===== src/hw/rtl/pdh_pkg.sv =====
// ----------------------------------------------------------------------------
// pdh_pkg
// Types and constants shared by the pair distance histogram block.
// ----------------------------------------------------------------------------
package pdh_pkg;

  localparam int POS_W    = 24;
  localparam int REG_W    = 23;
  localparam int COUNT_W  = 32;
  localparam int FRAMES_W = 16;
  localparam int PART_W   = 9;
  localparam int SEL_W    = 6;
  localparam int DIFF_W   = 26;
  localparam int MAG_W    = 24;
  localparam int PROD_W   = 2 * MAG_W;
  localparam int SUM_W    = 50;
  localparam int ROOT_W   = 25;
  localparam int DIVN_W   = 22;

  localparam logic [COUNT_W-1:0]  COUNT_MAX  = '1;
  localparam logic [FRAMES_W-1:0] FRAMES_MAX = '1;

  localparam logic [1:0] REQ_CLEAR = 2'd0;
  localparam logic [1:0] REQ_LOAD  = 2'd1;
  localparam logic [1:0] REQ_READ  = 2'd2;

  localparam logic [1:0] CFG_BOX_X    = 2'd0;
  localparam logic [1:0] CFG_BOX_Y    = 2'd1;
  localparam logic [1:0] CFG_BOX_Z    = 2'd2;
  localparam logic [1:0] CFG_BIN_SIZE = 2'd3;

  localparam logic KIND_ACK  = 1'b0;
  localparam logic KIND_READ = 1'b1;

  typedef enum logic [1:0] {
    CMD_CLEAR,
    CMD_LOAD,
    CMD_LOAD_LAST,
    CMD_READ
  } cmd_kind_t;

  typedef struct packed {
    cmd_kind_t               kind;
    logic signed [POS_W-1:0] pos_x;
    logic signed [POS_W-1:0] pos_y;
    logic signed [POS_W-1:0] pos_z;
    logic [SEL_W-1:0]        bin_select;
  } cmd_t;

  typedef struct packed {
    logic [REG_W-1:0] box_x;
    logic [REG_W-1:0] box_y;
    logic [REG_W-1:0] box_z;
    logic [REG_W-1:0] bin_size;
  } cfg_t;

  typedef struct packed {
    logic                kind;
    logic [COUNT_W-1:0]  bin_count;
    logic [FRAMES_W-1:0] frames;
    logic [PART_W-1:0]   particles;
  } res_t;

  typedef enum logic [4:0] {
    ST_IDLE,
    ST_START,
    ST_PAIR_RD,
    ST_DIFF,
    ST_WRAP1,
    ST_WRAP2,
    ST_ABS,
    ST_SQ,
    ST_ROOT_GO,
    ST_ROOT_WAIT,
    ST_BIN,
    ST_DIV_WAIT,
    ST_HIST_RD,
    ST_HIST_WR,
    ST_NEXT,
    ST_FRAME_DONE,
    ST_READ_WAIT,
    ST_EMIT
  } state_t;

endpackage


===== src/hw/rtl/pdh_front.sv =====
// ----------------------------------------------------------------------------
// pdh_front
// Input side: accept items, classify requests, queue them for the back end.
// ----------------------------------------------------------------------------
module pdh_front (
  input  logic                 clk,
  input  logic                 rst,
  input  logic                 s_tvalid,
  output logic                 s_tready,
  input  logic [79:0]          s_tdata,
  input  logic [1:0]           s_tuser,
  input  logic                 s_tlast,
  output logic                 q_valid,
  output pdh_pkg::cmd_t        q_item,
  input  logic                 q_pop
);

  pdh_pkg::cmd_t entry [2];
  pdh_pkg::cmd_t in_cmd;
  logic          wr_ptr;
  logic          rd_ptr;
  logic [1:0]    count;
  logic [1:0]    count_next;
  logic          known;
  logic          push;

  always_comb begin
    in_cmd.kind       = pdh_pkg::CMD_CLEAR;
    in_cmd.pos_x      = s_tdata[23:0];
    in_cmd.pos_y      = s_tdata[47:24];
    in_cmd.pos_z      = s_tdata[71:48];
    in_cmd.bin_select = s_tdata[77:72];
    known             = 1'b1;
    case (s_tuser)
      pdh_pkg::REQ_CLEAR: in_cmd.kind = pdh_pkg::CMD_CLEAR;
      pdh_pkg::REQ_LOAD:  in_cmd.kind = s_tlast ? pdh_pkg::CMD_LOAD_LAST : pdh_pkg::CMD_LOAD;
      pdh_pkg::REQ_READ:  in_cmd.kind = pdh_pkg::CMD_READ;
      default:            known = 1'b0;
    endcase
  end

  assign s_tready   = (count != 2'd2);
  assign push       = s_tvalid && s_tready && known;
  assign q_valid    = (count != 2'd0);
  assign q_item     = entry[rd_ptr];
  assign count_next = count + {1'b0, push} - {1'b0, q_pop};

  always_ff @(posedge clk) begin
    if (push) begin
      entry[wr_ptr] <= in_cmd;
    end
    if (rst) begin
      wr_ptr <= 1'b0;
      rd_ptr <= 1'b0;
      count  <= 2'd0;
    end else begin
      if (push) begin
        wr_ptr <= !wr_ptr;
      end
      if (q_pop) begin
        rd_ptr <= !rd_ptr;
      end
      count <= count_next;
    end
  end

endmodule


===== config.mk =====
export PLATFORM = sky130hd
export DESIGN_NAME = pdh_front
export DESIGN_NICKNAME = d
export VERILOG_FILES = /design/src/hw/rtl/pdh_pkg.sv /design/src/hw/rtl/pdh_front.sv
export SDC_FILE = /design/constraint.sdc
export NUM_CORES = 1
export LEC_CHECK = 0
export BUFFER_PORTS_ARGS = -buffer_cell sky130_fd_sc_hd__buf_2
export CAP_MARGIN = 20
export CORE_MARGIN = 5
export CORE_UTILIZATION = 51
export DETAILED_ROUTE_END_ITERATION = 8
export PLACE_DENSITY_LB_ADDON = 0.3
export SYNTH_ARGS = -nofsm -noshare
export SYNTH_HDL_FRONTEND = slang
export SYNTH_SLANG_ARGS = --single-unit

===== constraint.sdc =====
create_clock -name clk -period 6.5 [get_ports clk]
set_input_delay 0.325 -clock clk [delete_from_list [all_inputs] [get_ports clk]]
set_output_delay 0.325 -clock clk [all_outputs]
set_load 0.02 [all_outputs]

==> results of run 1 <==
per-layer routing:
| metal | routed length [um] | vias to the layer above | global-route usage |
|---|---|---|---|
| met3 | 804 | 17 | 0.0669 |
| met2 | 5430 | 99 | 0.265 |
| met1 | 4170 | 1518 | 0.169 |
| met5 | 13 | - | 0 |
| met4 | 172 | 2 | 0.0709 |
| li1 | - | 1478 | - |
final cells by class:
type                            count  area share
Clock inverter                     10     0.00869
Tap cell                          147      0.0241
Inverter                            7     0.00361
Timing Repair Buffer              170       0.118
Sequential cell                   165       0.643
Clock buffer                       20      0.0572
Multi-Input combinational cell    106       0.145
path summary, 6_finish.rpt:
path                             startpoint      endpoint  slack (ns)  depth (start not counted)
worst max-delay path               count[1]   entry[1][1]        4.18                          6
worst max register to register     count[1]   entry[1][1]        4.18                          6
worst min register to register       rd_ptr        rd_ptr        0.52                          2
worst min-delay path            s_tdata[41]  entry[1][47]        0.09                          1
kinds of logic (layout without fill, tap and decap cells):
| kind of cell | Yosys count | after routing | share of synthesized area |
|---|---|---|---|
| AOI/OAI and AO/OA | 7 | 7 | 0.00776 |
| xor gates and xnor gates | 3 | 3 | 0.00429 |
| adders and majority gates | 4 | 4 | 0.00817 |
| buffers and inverters | 16 | 207 | 0.0202 |
| DFF | 165 | 165 | 0.801 |
| muxes | 80 | 80 | 0.147 |
| and+or+nand+nor | 12 | 12 | 0.0118 |
flip-flops by register name (all words and copies together), names as in the netlist, named ones only:
register	flops
entry	160
wr_ptr	1
rd_ptr	1
count	2
layout by cell type, fill, tap and decap left out, types with 2 or more instances in the layout:
master and instances:
dfxtp_1 4, ha_1 4, xnor2_1 3, clkinv_1 7
nand2b_1 2, mux2_2 51, buf_16 2, edfxtp_1 160
mux2_1 29, buf_4 2, nor2_1 5, clkbuf_16 17
inv_1 6, clkinv_2 3, a21oi_1 2, buf_2 166
clkbuf_1 3, o21ai_0 2
stage by stage:
| stage | cells | setup WS, ns |
|---|---|---|
| 2_1_floorplan | 287 | 1.79 |
| 3_3_place_gp | 593 | 3.51 |
| 3_5_place_dp | 593 | 3.47 |
| 4_1_cts | 623 | 3.87 |
| 5_1_grt | 625 | 4.00 |
| 6_report | 625 | 4.18 |
where the power goes:
part | internal, mW | total [mW] | leakage, nW | switching [mW]
Clock | 0.510 | 0.863 | 0.246 | 0.353
Combinational | 0.139 | 0.356 | 1.11 | 0.217
Sequential | 1.27 | 1.29 | 1.52 | 0.0253
==> impl_metrics.json, run 1 <==
{
  "outcome": "completed",
  "routed_via_density": 4.98,
  "yosys-top-cells-count": "edfxtp_1, mux2_2, mux2_1, buf_6, inv_1",
  "netlist.top_cell.by_area": "edfxtp_1",
  "wl_per_cell_um": 17.0,
  "io_buffers": 166,
  "multiInputGateArea_um2": 1100,
  "placed_cell_area_um2": 7070,
  "clock_skew_ns": 0.00706,
  "final.setup.tns_ns": 0,
  "synth_top_area_frac": 0.784,
  "async_flop_share": 0,
  "gp_congestion": 0.704,
  "dieArea_um2": 14300,
  "power.density_nw_per_um2": 329,
  "ant_nets": 0,
  "vias": 3114,
  "insertion_delay_ns": 0.42,
  "fillers": 885,
  "worst_path_dominant_cell_family": "buffers and inverters",
  "cts_tree": "yes",
  "grt_max_degree": 81,
  "seq_area_um2": 4910,
  "cp.required_ns": 6.55,
  "htree_levels": 4,
  "ir_drop_uv": 209,
  "drt-total-wl_um": 10600,
  "yosysSeqAreaShare": 0.801,
  "syn_area_um2": 6130,
  "max_freq_mhz": 432,
  "n_antenna_cell": 0,
  "leakagePower_nw": 2.88,
  "power_mw": 2.51,
  "rsz0062_at_grt": "no",
  "timing.final.crit_share": 0.357,
  "fin_util": 0.640,
  "cts_buffer_depth": 2,
  "drtIter0Drc": 195,
  "grt.overflow.total": 0,
  "synth_area_leaders": "edfxtp_1, mux2_2, mux2_1",
  "ys_ff_latch": 165,
  "start_util": 0.514,
  "syn_avg_cell_area_um2": 21.3,
  "synth_cells": 287,
  "fp.coreArea_um2": 11900,
  "final-max-slew-violation-count": 0,
  "crit_slowest_cell": "nor2_4",
  "grt_pass1_wl_um": 16800,
  "pin_count": 169,
  "area_delta_synth_final_pct": 24.5,
  "cts_resized": 0,
  "finalHoldViolations": 0,
  "postCtsSetupBuffers": 0,
  "drv_cap": 0,
  "nets": 558,
  "critPathKind": "register to register",
  "num_rows": 40,
  "drc": 0,
  "numCtsBuffers": 17,
  "fin_area_um2": 7630,
  "critPathMaxStageDelay_ns": 0.51,
  "setup_viol_count_final": 0,
  "cts-root-buf": "clkbuf_16",
  "path_clk_slew_ns": 0.06,
  "start_kind": "register",
  "die_height_um": 120,
  "synthDistinctLibCells": 20,
  "crit_buf_inv": 3,
  "antenna_found_initial": 1,
  "grt_pass1_vias": 3390,
  "grt_usage": 0.156,
  "critPathArrivalTime_ns": 2.37,
  "dr.pass1.iters": 4,
  "synth_edf_count": 160,
  "yosysWarnings": 0,
  "dp_hpwl_um": 6990,
  "worst_pin_slew_ns": 0.853,
  "hold_path_class": "input port to register",
  "crit_path_cell_trace": "nor2b_4 > inv_1 > nand2b_1 > nor2_4 > buf_16 > buf_4",
  "slew_headroom": 0.431,
  "synthMostInstantiatedCell": "edfxtp_1",
  "cts.sinks": 165,
  "dieWidth_um": 120,
  "crit_fanout": 43,
  "holdWs_ns": 0.0903,
  "hold_buffers": 0,
  "fin_crit_ns": 2.32,
  "drive_gt1_frac": 0.519,
  "critPathCaptureType": "register",
  "synth_flop_cell": "edfxtp_1",
  "syn_nets": 378
}
Note: power is estimated with default switching activity, not from simulation.
==> run 2, diff against run 1 <==
- CORE_UTILIZATION: 51 -> 47
- clock period: 6.5 -> 2.11 ns (I/O delays scaled with it)
==> run 2 against run 1 <==
Effect of this change:
- total power rose to 3.1 times the previous value
- sequential cell count unchanged
- first-iteration DRC count down 12%
- cell count up 18%
- non-clock buffer count up 88
- routed wire length up 11%
- sequential share of layout area down 7.3 points
- hold slack worse by 0.0079 ns
- via count up 11%
==> impl_metrics.json, run 2 (synthesis gave the netlist of run 1 again) <==
{
  "outcome": "completed",
  "fin_util": 0.677,
  "cts_resized": 0,
  "rsz0062_at_grt": "no",
  "routed_via_density": 4.68,
  "gp_congestion": 0.691,
  "crit_buf_inv": 2,
  "multiInputGateArea_um2": 1120,
  "grt_pass1_vias": 3726,
  "cp.required_ns": 2.00,
  "leakagePower_nw": 3.26,
  "hp-start": "s_tlast",
  "drtIter0Drc": 172,
  "final_common_cell": "buf_2",
  "critPathKind": "register to output pin",
  "fillers": 877,
  "crit_slowest_cell": "dfxtp_4",
  "crit_path_cell_trace": "buf_4 > mux2_1 > buf_2",
  "cts_buffer_depth": 2,
  "critPathMaxStageDelay_ns": 0.64,
  "rr_endpoint": "entry[0][0]",
  "worst_pin_slew_ns": 0.491,
  "seq_area_um2": 4910,
  "cts_tree": "yes",
  "drv_cap": 0,
  "grt_max_degree": 41,
  "hold_depth": 3,
  "cts-root-buf": "clkbuf_16",
  "dieArea_um2": 15400,
  "vias": 3455,
  "start_kind": "register",
  "drive_gt1_frac": 0.467,
  "num_rows": 41,
  "timing.final.crit_share": 0.919,
  "grt_pass1_wl_um": 17800,
  "critPathCaptureType": "output pin",
  "grt_usage": 0.155,
  "dr.pass1.iters": 4,
  "max_freq_mhz": 516,
  "slew_headroom": 0.672,
  "finalHoldViolations": 0,
  "reg2reg_slack_ns": 0.49,
  "path_clk_slew_ns": 0.06,
  "pin_count": 169,
  "setup_viol_count_final": 0,
  "drc": 0,
  "fin_crit_ns": 1.94,
  "htree_levels": 4,
  "final-max-slew-violation-count": 0,
  "regToRegStartpoint": "count[0]",
  "dp_hpwl_um": 7490,
  "drt-total-wl_um": 11700,
  "die_height_um": 124,
  "rr_worst_depth": 4,
  "nets": 646,
  "n_antenna_cell": 0,
  "power_mw": 7.88,
  "insertion_delay_ns": 0.41,
  "fp.coreArea_um2": 12700,
  "power.density_nw_per_um2": 915,
  "start_util": 0.482,
  "numCtsBuffers": 17,
  "holdWs_ns": 0.0824,
  "top_regs": "entry: 160 flops, count: 2 flops",
  "largest_register_ffs": 160,
  "area_delta_synth_final_pct": 40.6,
  "grt.overflow.total": 0,
  "critPathArrivalTime_ns": 1.83,
  "hold_path_class": "input port to register",
  "hold-path-endpoint": "entry[1][79]",
  "clock_skew_ns": 0.00605,
  "wl_per_cell_um": 15.9,
  "cts.sinks": 165,
  "dieWidth_um": 124,
  "io_buffers": 166,
  "ant_nets": 0,
  "final_cell_mix": "buf_2, edfxtp_1, dlygate4sd3_1",
  "crit_fanout": 30,
  "worst_path_dominant_cell_family": "flip-flops",
  "regMostFlops": "entry",
  "ir_drop_uv": 521,
  "antenna_found_initial": 0
}
-- run 2: cell types whose count changed in the layout (fill, tap and decap cells not counted), moves of 2 or more --
cell | before | now
dlygate4sd3_1 | 0 | 80
buf_12 | 0 | 9
clkinv_1 | 7 | 2
clkinvlp_4 | 0 | 5
buf_16 | 2 | 0
nand2b_1 | 2 | 0
nand2b_4 | 0 | 2
-- run 2: metrics by stage --
stage | setup TNS [ns] | cell area (um^2) | cells | setup WS [ns]
after floorplan | -16.47 | 6160 | 287 | -0.105
after global placement | 0 | 7310 | 628 | 0.382
after detailed placement | 0 | 7310 | 628 | 0.344
after CTS | 0 | 8610 | 739 | 0.112
after global routing | 0 | 8610 | 739 | 0.0588
final | 0 | 8610 | 739 | 0.170
-- run 2: final cells by class --
type                       instances  area share
clock buffer                      21      0.0511
timing repair buffer             258       0.213
tap                              172      0.0250
multi-input combinational        106       0.130
sequential                       165       0.570
clock inverter                    10     0.00712
inverter                           7     0.00378
-- run 2: how the worst max path moves through the flow --
| stage | end | slack [ns] | from | depth (start not counted) |
|---|---|---|---|---|
| after global placement | entry[1][56] | 0.38 | s_tuser[0] | 6 |
| after floorplan | entry[1][0] | -0.11 | count[1] | 4 |
| final | q_item[78] | 0.17 | register | 3 |
| after global routing | q_item[71] | 0.06 | register | 3 |
| after detailed placement | entry[1][56] | 0.34 | s_tuser[0] | 6 |
| after CTS | q_item[72] | 0.11 | register | 3 |
-- run 2: what timing repair did --
action,CTS,global route
setup buffers,0,0
hold endpoints to repair,160,0
hold buffers,80,0
-- run 2: worst min-delay path: stages --
cell	delay [ns]
buf_2	0.09
a21oi_1	0.06
nor2_1	0.11
-- run 2: layer usage --
metal / GRT usage / wire length [um] / vias to the layer above
met5: 0 / 0 / -
met1: 0.178 / 4710 / 1661
li1: - / - / 1660
met4: 0.0623 / 171 / 0
met2: 0.263 / 5880 / 122
met3: 0.0581 / 975 / 12
-- run 2: report_power, final --
part	total [mW]	switching (mW)	internal (mW)	leakage [nW]
Clock	2.61	1.13	1.48	0.234
Sequential	3.98	0.0800	3.90	1.52
Combinational	1.30	0.715	0.584	1.51
